==> src/rtl/lcg48_pkg.sv <==
`default_nettype none
// ----------------------------------------------------------------------------
// lcg48_pkg
// Shared types and constants for the 48-bit LCG random generator.
// ----------------------------------------------------------------------------
package lcg48_pkg;

	localparam logic [47:0] LCG_MULT   = 48'h0005DEECE66D;
	localparam logic [23:0] LCG_MULT_L = 24'hECE66D;
	localparam logic [23:0] LCG_MULT_H = 24'h0005DE;
	localparam logic [47:0] LCG_ADD    = 48'h00000000000B;
	localparam int          DIV_STEPS  = 31;

	typedef enum logic [1:0] {
		KIND_RAW   = 2'd0,
		KIND_ABS   = 2'd1,
		KIND_BOUND = 2'd2,
		KIND_LONG  = 2'd3
	} kind_t;

	typedef enum logic [1:0] {
		MOP_NONE,
		MOP_LOW,
		MOP_CROSS_A,
		MOP_CROSS_B
	} mop_t;

	typedef enum logic [2:0] {
		RES_RAW,
		RES_ABS,
		RES_POW,
		RES_MOD,
		RES_LONG,
		RES_NEG1
	} res_sel_t;

	typedef enum logic [3:0] {
		S_IDLE,
		S_M0,
		S_M1,
		S_M2,
		S_M3,
		S_EVAL,
		S_POW,
		S_DIV,
		S_CHK,
		S_DONE
	} state_t;

	typedef struct packed {
		logic     capture_in;
		mop_t     mop;
		logic     commit;
		logic     save_hi;
		logic     pow_en;
		logic     div_start;
		logic     div_step;
		logic     res_load;
		res_sel_t res_sel;
		logic     out_load;
	} cmd_t;

	typedef struct packed {
		kind_t kind;
		logic  bound_ok;
		logic  is_pow2;
		logic  div_last;
		logic  reject;
		logic  out_free;
	} sts_t;

endpackage
`default_nettype wire

==> src/rtl/lcg48_random_generator_top.sv <==
`default_nettype none
// ----------------------------------------------------------------------------
// lcg48_random_generator_top
// 48-bit linear congruential generator, java.util.Random draw kinds.
// One word in flight. Raw and absolute draw: three multiply passes on one 24x24
// unit, commit, evaluate, output; power-of-two bound adds a multiply, bound not
// positive goes to output, a 64-bit draw steps twice; other bounds run the
// 31-step bit-serial remainder unit and redraw on each rejected attempt.
// Reset: state loaded with the scrambled zero seed, output empty.
// ----------------------------------------------------------------------------
module lcg48_random_generator_top (
	input  wire logic               clk,
	input  wire logic               arst_n,
	input  wire logic               cfg_we,
	input  wire logic [47:0]        cfg_wdata,
	input  wire logic               in_valid,
	output logic                    in_stall,
	input  wire logic [1:0]         kind,
	input  wire logic [5:0]         bits,
	input  wire logic signed [31:0] bound,
	output logic                    out_valid,
	input  wire logic               out_stall,
	output logic signed [63:0]      value
);
	import lcg48_pkg::*;

	cmd_t cmd;
	sts_t sts;

	lcg48_ctrl u_ctrl (
		.clk      (clk),
		.arst_n   (arst_n),
		.in_valid (in_valid),
		.in_stall (in_stall),
		.sts      (sts),
		.cmd      (cmd)
	);

	lcg48_dpath u_dpath (
		.clk       (clk),
		.arst_n    (arst_n),
		.cfg_we    (cfg_we),
		.cfg_wdata (cfg_wdata),
		.kind      (kind),
		.bits      (bits),
		.bound     (bound),
		.cmd       (cmd),
		.sts       (sts),
		.out_valid (out_valid),
		.out_stall (out_stall),
		.value     (value)
	);

endmodule
`default_nettype wire

==> src/rtl/lcg48_dpath.sv <==
`default_nettype none
// ----------------------------------------------------------------------------
// lcg48_dpath
// State register, shared 24x24 multiplier, divider and result registers.
// ----------------------------------------------------------------------------
module lcg48_dpath (
	input  wire logic               clk,
	input  wire logic               arst_n,
	input  wire logic               cfg_we,
	input  wire logic [47:0]        cfg_wdata,
	input  wire logic [1:0]         kind,
	input  wire logic [5:0]         bits,
	input  wire logic signed [31:0] bound,
	input  wire lcg48_pkg::cmd_t    cmd,
	output lcg48_pkg::sts_t         sts,
	output logic                    out_valid,
	input  wire logic               out_stall,
	output logic signed [63:0]      value
);
	import lcg48_pkg::*;

	logic [47:0] lcg_q;
	logic [47:0] acc_q;
	logic [47:0] prod_q;
	logic [1:0]  kind_q;
	logic [5:0]  bits_q;
	logic [31:0] bound_q;
	logic [31:0] hi_q;
	logic [61:0] pow_q;
	logic [30:0] dvd_q;
	logic [30:0] rem_q;
	logic [30:0] r_q;
	logic [4:0]  cnt_q;
	logic [63:0] res64_q;
	logic        out_valid_q;
	logic [63:0] value_q;

	logic [23:0] mul_a, mul_b;
	logic [47:0] mul_p;
	logic [31:0] top32;
	logic [5:0]  nb;
	logic [31:0] raw_w, abs_w, chk_w;
	logic [31:0] div_t;
	logic [31:0] res_w;

	always_comb begin
		unique case (cmd.mop)
			MOP_LOW:     begin mul_a = lcg_q[23:0];  mul_b = LCG_MULT_L; end
			MOP_CROSS_A: begin mul_a = lcg_q[47:24]; mul_b = LCG_MULT_L; end
			MOP_CROSS_B: begin mul_a = lcg_q[23:0];  mul_b = LCG_MULT_H; end
			default:     begin mul_a = '0;           mul_b = '0;         end
		endcase
		mul_p = mul_a * mul_b;
	end

	assign top32 = lcg_q[47:16];
	assign nb    = (bits_q > 6'd32) ? 6'd32 : bits_q;
	assign raw_w = top32 >> (6'd32 - nb);
	assign abs_w = top32[31] ? (32'd0 - top32) : top32;
	assign div_t = {rem_q, dvd_q[30]};
	assign chk_w = {1'b0, r_q} - {1'b0, rem_q} + bound_q - 32'd1;

	always_comb begin
		case (cmd.res_sel)
			RES_RAW:  res_w = raw_w;
			RES_ABS:  res_w = abs_w;
			RES_POW:  res_w = {1'b0, pow_q[61:31]};
			RES_MOD:  res_w = {1'b0, rem_q};
			default:  res_w = 32'hFFFF_FFFF;
		endcase
	end

	always_ff @(posedge clk or negedge arst_n) begin
		if (!arst_n) begin
			lcg_q <= LCG_MULT;
		end else if (cfg_we) begin
			lcg_q <= cfg_wdata ^ LCG_MULT;
		end else if (cmd.commit) begin
			lcg_q <= acc_q + {prod_q[23:0], 24'd0};
		end
	end

	always_ff @(posedge clk) begin
		if (cmd.capture_in) begin
			kind_q  <= kind;
			bits_q  <= bits;
			bound_q <= bound;
		end
		if (cmd.mop != MOP_NONE) prod_q <= mul_p;
		if (cmd.mop == MOP_CROSS_A) acc_q <= prod_q + LCG_ADD;
		if (cmd.mop == MOP_CROSS_B) acc_q <= acc_q + {prod_q[23:0], 24'd0};
		if (cmd.save_hi) hi_q <= top32;
		if (cmd.pow_en) pow_q <= bound_q[30:0] * lcg_q[47:17];
		if (cmd.div_start) begin
			dvd_q <= lcg_q[47:17];
			r_q   <= lcg_q[47:17];
			rem_q <= '0;
			cnt_q <= '0;
		end else if (cmd.div_step) begin
			dvd_q <= {dvd_q[29:0], 1'b0};
			rem_q <= (div_t >= bound_q) ? 31'(div_t - bound_q) : div_t[30:0];
			cnt_q <= cnt_q + 5'd1;
		end
		if (cmd.res_load) begin
			if (cmd.res_sel == RES_LONG)
				res64_q <= {hi_q, 32'd0} + {{32{top32[31]}}, top32};
			else
				res64_q <= {{32{res_w[31]}}, res_w};
		end
		if (cmd.out_load) value_q <= res64_q;
	end

	always_ff @(posedge clk or negedge arst_n) begin
		if (!arst_n) begin
			out_valid_q <= 1'b0;
		end else if (cmd.out_load) begin
			out_valid_q <= 1'b1;
		end else if (!out_stall) begin
			out_valid_q <= 1'b0;
		end
	end

	assign sts.kind     = kind_t'(kind_q);
	assign sts.bound_ok = !bound_q[31] && (bound_q != 32'd0);
	assign sts.is_pow2  = (bound_q & (32'd0 - bound_q)) == bound_q;
	assign sts.div_last = (cnt_q == 5'(DIV_STEPS - 1));
	assign sts.reject   = chk_w[31];
	assign sts.out_free = !out_valid_q || !out_stall;
	assign out_valid    = out_valid_q;
	assign value        = value_q;

endmodule
`default_nettype wire

==> src/rtl/lcg48_ctrl.sv <==
`default_nettype none
// ----------------------------------------------------------------------------
// lcg48_ctrl
// Sequencer for LCG steps, bounded-draw division and result hand-off.
// ----------------------------------------------------------------------------
module lcg48_ctrl (
	input  wire logic            clk,
	input  wire logic            arst_n,
	input  wire logic            in_valid,
	output logic                 in_stall,
	input  wire lcg48_pkg::sts_t sts,
	output lcg48_pkg::cmd_t      cmd
);
	import lcg48_pkg::*;

	state_t st_q, st_nxt;
	logic   half_q;

	always_comb begin
		st_nxt = st_q;
		unique case (st_q)
			S_IDLE: if (in_valid) st_nxt = S_M0;
			S_M0:   st_nxt = (sts.kind == KIND_BOUND && !sts.bound_ok) ? S_DONE : S_M1;
			S_M1:   st_nxt = S_M2;
			S_M2:   st_nxt = S_M3;
			S_M3:   st_nxt = S_EVAL;
			S_EVAL: begin
				unique case (sts.kind)
					KIND_BOUND: st_nxt = sts.is_pow2 ? S_POW : S_DIV;
					KIND_LONG:  st_nxt = half_q ? S_DONE : S_M0;
					default:    st_nxt = S_DONE;
				endcase
			end
			S_POW:  st_nxt = S_DONE;
			S_DIV:  if (sts.div_last) st_nxt = S_CHK;
			S_CHK:  st_nxt = sts.reject ? S_M0 : S_DONE;
			S_DONE: if (sts.out_free) st_nxt = S_IDLE;
			default: st_nxt = S_IDLE;
		endcase
	end

	always_comb begin
		cmd      = '0;
		cmd.mop  = MOP_NONE;
		cmd.res_sel = RES_NEG1;
		in_stall = 1'b1;
		unique case (st_q)
			S_IDLE: begin
				in_stall       = 1'b0;
				cmd.capture_in = in_valid;
			end
			S_M0: begin
				cmd.mop = MOP_LOW;
				cmd.res_load = (sts.kind == KIND_BOUND && !sts.bound_ok);
			end
			S_M1:   cmd.mop = MOP_CROSS_A;
			S_M2:   cmd.mop = MOP_CROSS_B;
			S_M3:   cmd.commit = 1'b1;
			S_EVAL: begin
				unique case (sts.kind)
					KIND_RAW: begin
						cmd.res_load = 1'b1;
						cmd.res_sel  = RES_RAW;
					end
					KIND_ABS: begin
						cmd.res_load = 1'b1;
						cmd.res_sel  = RES_ABS;
					end
					KIND_BOUND: begin
						cmd.pow_en    = sts.is_pow2;
						cmd.div_start = !sts.is_pow2;
					end
					default: begin
						cmd.save_hi  = !half_q;
						cmd.res_load = half_q;
						cmd.res_sel  = RES_LONG;
					end
				endcase
			end
			S_POW: begin
				cmd.res_load = 1'b1;
				cmd.res_sel  = RES_POW;
			end
			S_DIV:  cmd.div_step = 1'b1;
			S_CHK: begin
				cmd.res_load = !sts.reject;
				cmd.res_sel  = RES_MOD;
			end
			S_DONE: cmd.out_load = sts.out_free;
			default: ;
		endcase
	end

	always_ff @(posedge clk or negedge arst_n) begin
		if (!arst_n) begin
			st_q   <= S_IDLE;
			half_q <= 1'b0;
		end else begin
			st_q <= st_nxt;
			if (st_q == S_IDLE)
				half_q <= 1'b0;
			else if (st_q == S_EVAL && sts.kind == KIND_LONG)
				half_q <= 1'b1;
		end
	end

endmodule
`default_nettype wire
==> config.mk <==
export PLATFORM = sky130hd
export DESIGN_NAME = lcg48_random_generator_top
export DESIGN_NICKNAME = d
export VERILOG_FILES = /design/src/rtl/lcg48_pkg.sv /design/src/rtl/lcg48_random_generator_top.sv /design/src/rtl/lcg48_dpath.sv /design/src/rtl/lcg48_ctrl.sv
export SDC_FILE = /design/constraint.sdc
export NUM_CORES = 2
export LEC_CHECK = 0
export BUFFER_PORTS_ARGS = -buffer_cell sky130_fd_sc_hd__buf_2
export CORE_MARGIN = 4
export CORE_UTILIZATION = 25
export DETAILED_ROUTE_END_ITERATION = 12
export HOLD_SLACK_MARGIN = 0.12
export SLEW_MARGIN = 20
export SYNTH_ARGS = -nofsm -noshare
export SYNTH_HDL_FRONTEND = slang
export SYNTH_HIERARCHICAL = 1
export SYNTH_SLANG_ARGS = --single-unit
==> constraint.sdc <==
create_clock -name clk -period 21.3 [get_ports clk]
set_clock_uncertainty 0.1 [all_clocks]
set_input_delay 1.065 -clock clk [delete_from_list [all_inputs] [get_ports clk]]
set_output_delay 1.065 -clock clk [all_outputs]
set_load 0.05 [all_outputs]
=== Word-level counts from Yosys, hierarchy flattened ===
Index checks and enable logic that the tools add are counted.

* Add/subtract/negate cells: 11
* Multiply operators: 2
* Div/mod/pow operators: 0
* Magnitude comparators: 2
* Equal/unequal tests: 25
* Shift operators: 1
* Mux-type cells: 38
* Bitwise gates (word level): 2
* Reduce and logical (&&, ||, !) cells: 24

{| class="wikitable"
|+ Operator list
! cell !! number
|-
| $mux W48 || 4
|-
| $pmux W32 S4 || 1
|-
| $pmux W24 S2 || 2
|-
| $mux W31 || 3
|-
| $add A64 B64 Y64 || 1
|-
| $mux W64 || 1
|-
| $sub A1 B32 Y32 const A || 2
|-
| $mul A31 B31 Y62 || 1
|-
| $add A48 B4 Y48 const B || 1
|-
| $add A48 B48 Y48 || 1
|-
| $mul A24 B24 Y48 || 1
|-
| $pmux W4 S10 || 1
|-
| $add A32 B32 Y32 || 1
|-
| $and A32 B32 Y32 || 1
|-
| $eq A32 B32 Y1 || 1
|-
| $ge A32 B32 Y1 || 1
|-
| $mux W32 || 1
|-
| $reduce_bool A32 Y1 || 1
|-
| $shr A32 B6 Y32 || 1
|-
| $sub A31 B31 Y32 || 1
|-
| $sub A32 B1 Y32 const B || 1
|-
| $sub A31 B31 Y31 || 1
|-
| $mux W4 || 6
|-
| $not A23 Y23 || 1
|-
| 34 further kinds || 69
|}

* Bits in registers: 510
* Latch bits: 0
* Memory bits (writable): 0
* Memory bits (read-only): 0
* Logic and storage cells: 122
* Memories: 0

=== Longest topological paths before layout ===
* Depth in word-level cells: 7
* Gate-level depth with buffers: 39
* Mapped depth without buffers: 33

=== Hierarchy ===
Netlist, hierarchy kept.

{| class="wikitable"
|+ By module, submodules not included
! module !! instances !! cells an instance !! area each (sq um)
|-
| lcg48_dpath || 1 || 7264 || 70353.7
|-
| lcg48_ctrl || 1 || 82 || 650.6
|}

=== Worst setup path before layout ===
Ideal clock, no wire load.

* Kind: reg2reg
* Start point: register u_ctrl.st_q[0]
* End point: register u_dpath.prod_q[45] (data pin)
* Arrival: 8.971 ns
* Data required time: 20.936 ns
* Slack: 11.965 ns
* Cell stages (with the launch flop): 34
* Period minus slack after synthesis: 9.335 ns
* Cell sequence: dfrtp_1 -> buf_2 -> clkbuf_1 -> nor3b_1 -> clkbuf_1 -> clkbuf_1 -> inv_1 -> ha_1 -> clkbuf_1 -> clkbuf_1 -> nor2_1 -> nand2_1 -> inv_1 -> fa_1 -> fa_1 -> fa_1 -> inv_1 -> fa_1 -> inv_1 -> fa_1 -> fa_1 -> fa_1 -> ha_1 -> o21a_1 -> o21a_1 -> a211oi_1 -> o21ai_1 -> a31oi_1 -> o21ai_1 -> or4_1 -> and2_1 -> a41oi_1 -> a31oi_1 -> xor2_1

{| class="wikitable"
|+ RTL lines
! what !! line !! source
|-
| from (decl) || lcg48_ctrl.sv:16 || <nowiki>state_t st_q, st_nxt;</nowiki>
|-
| from (signal assigned) || lcg48_ctrl.sv:99 || <nowiki>st_q <= st_nxt;</nowiki>
|-
| to (signal assigned) || lcg48_dpath.sv:89 || <nowiki>if (cmd.mop != MOP_NONE) prod_q <= mul_p;</nowiki>
|-
| to (decl) || lcg48_dpath.sv:24 || <nowiki>logic [47:0] prod_q;</nowiki>
|}

==> metrics.cfg <==
[worst_setup_path]
cp_slowest_cell = nor3b_1
critPathKind = reg -> reg
worstPathArrival_ps = 10590
path_max_fanout = 25
worst_setup_path_start_kind = register
cp_common_cell = fa_1
cp_top_family = adder cells
worst-path-buf-inv = 4
required_ps = 21630
critPathCaptureType = register
max_stage_delay_ps = 770

[drt]
routed_wirelength_mm = 230
drc = 0
via_count = 51976
viasPerCell = 4.67
wl_per_cell_microns = 20.7
dr.pass1.iters = 6
antenna_left = 0
detail_route.iter0.violations = 4435

[synthesis]
ys_seq_elements = 479
synth_cell_type_count = 100
ys_seq_area_share_pct = 19.4
netlist_area_sq_um = 71000
synth-main-ff-cell = edfxtp_1
synth_edf_count = 389
synthArstFlopShare_pct = 11.3
syn_avg_cell_area_sq_um = 9.67
synthTopCellsByArea = fa_1, edfxtp_1, ha_1
yosysTopAreaCellShare_pct = 34.6
syn_nets = 9282
synthCells = 7346
yosys_warnings = 6
yosysTopAreaCell = fa_1

[finish]
fin_area_sq_um = 78000
drive_gt1_share_pct = 7.09
mostFrequentLayoutCells = inv_1, fa_1, nand2_1, ha_1, edfxtp_1
nets = 9266
mostFrequentLayoutCell = inv_1
fillers = 29984
syn_to_final_growth_pct = 9.83
final_util_pct = 27.6

[clocking]
htree_levels = 2
root_buffer = clkbuf_16
cts.reportedPaths.clkPinSlew_ps = 70
clock_latency_ps = 690
numCtsBuffers = 57
clock-sinks = 479
cts_resized = 0
cts_max_path_buffers = 3
cts_tree = yes
holdBufCountCts = 0
post_cts_buffers = 0

[worst_hold_path]
min_path_type = reg -> reg

[global_route]
grt_max_degree = 72
grt_overflow_total = 0
grt_pass1_vias = 54421
antenna_found_initial = 11
grt_pass1_wl_mm = 346
track_usage_pct = 15.6

[floorplanning]
initial_utilization_pct = 25.1
die_w_microns = 541
num_io_pins = 159
row_count = 195
dieArea_sq_um = 293000
fp.dieH_microns = 541
core-area_sq_um = 283000

[place]
place.gp.congestion = 0.929
numPortBuffers = 158
post-dp-hpwl_mm = 177
dpl-instance-area_sq_um = 76100

[timing]
drv_slew = 0
fin_crit_sh_pct = 48.2
hold_slack_ps = 319
tns_ps = 0
relSlewSlack_pct = 33.5
setup-violations-final = 0
hold_viol = 0
fmax_mhz = 97.5
rsz0062_at_grt = no
worst-slew-pin-transition_ps = 997
min_period_ps = 10260

[job]
maxCapViolations = 0

[run_status]
outcome = finished clean

Yosys cell counts (16+ instances only):
cell type and number:
a21oi_1 282, a221oi_1 19, nor3_1 38, mux2i_1 105, a21o_1 71, dfrtp_1 31
ha_1 615, a31oi_1 32, dfxtp_1 36, and2_1 263, o21a_1 28, fa_1 1228
a211oi_1 60, nor2b_1 50, mux2_2 69, inv_1 1609, edfxtp_1 389, xnor2_1 126
dfstp_2 23, clkbuf_1 286, o21ai_1 56, a22oi_1 32, nand4_1 34, nor2_1 359
nand2b_1 37, o21bai_1 37, xor2_1 92, or3_1 16, and3_1 20, nand2_1 870
o21ai_0 118, buf_1 46, nand3_1 52
metrics by stage:
stage / setup WS (ps) / std cells
2_1_floorplan: 11970 / 7346
3_3_place_gp: 11360 / 11014
3_5_place_dp: 11170 / 11014
4_1_cts: 11150 / 11120
5_1_grt: 10460 / 11121
6_report: 11040 / 11126
registers in the layout, indices dropped and copies added, names as in the netlist:
name and count:
u_dpath/pow_q 31, u_dpath/value 64, u_dpath/out_valid 1, u_dpath/kind_q 2
u_dpath/bits_q 6, u_dpath/r_q 31, u_dpath/dvd_q 31, u_dpath/bound_q 32
u_dpath/res64_q 64, u_dpath/cnt_q 5, u_dpath/hi_q 32, u_dpath/prod_q 48
u_ctrl/half_q 1, u_dpath/acc_q 48, u_dpath/rem_q 31, u_ctrl/st_q 4
u_dpath/lcg_q 48
cell type report:
cell class | count | area [sq um] | share of cell area (%)
timing repair buffer | 271 | 1640 | 2.10
sequential | 479 | 13800 | 17.7
clock buffer | 75 | 1580 | 2.02
clock inverter | 31 | 313 | 0.401
multi-input combinational | 4902 | 49900 | 64.0
antenna | 6 | 15.0 | 0.0193
inverter | 1619 | 6080 | 7.79
tap | 3743 | 4680 | 6.01
layer usage:
metal  track usage, %  wire length, microns  vias up
li1                 -                     -    22900
met2             26.7                110000     2087
met4             6.43                 11300        0
met1             19.8                 93300    26503
met5                0                     0        -
met3             2.15                 14800      486
worst paths after layout:
path | startpoint | end | slack [ps] | cells past startpoint
max | u_ctrl/st_q[1] | u_dpath/prod_q[45] | 11040 | 28
max in group asynchronous | arst_n | u_dpath/lcg_q[47] | 20020 | 2
min in group asynchronous | arst_n | u_dpath/out_valid | 450 | 2
min reg2reg | u_dpath/res64_q[13] | u_dpath/value[13] | 320 | 0
min | u_dpath/res64_q[13] | u_dpath/value[13] | 320 | 0
max reg2reg | u_ctrl/st_q[1] | u_dpath/prod_q[45] | 11040 | 28
kinds of logic after synthesis:
logic type	Yosys count	synth area share [%]
AO/OA/AOI/OAI	857	7.68
XOR/XNOR	218	2.69
adder cells (fa/ha/maj)	1846	45.5
buffers and inverters	1965	10.4
flip-flops	479	19.4
multiplexers	179	2.72
AND/OR/NAND/NOR	1802	11.6
Power is left out: the tool's default activity adds up to more than one toggle a clock period on the data nets, which glitch-free logic cannot reach.
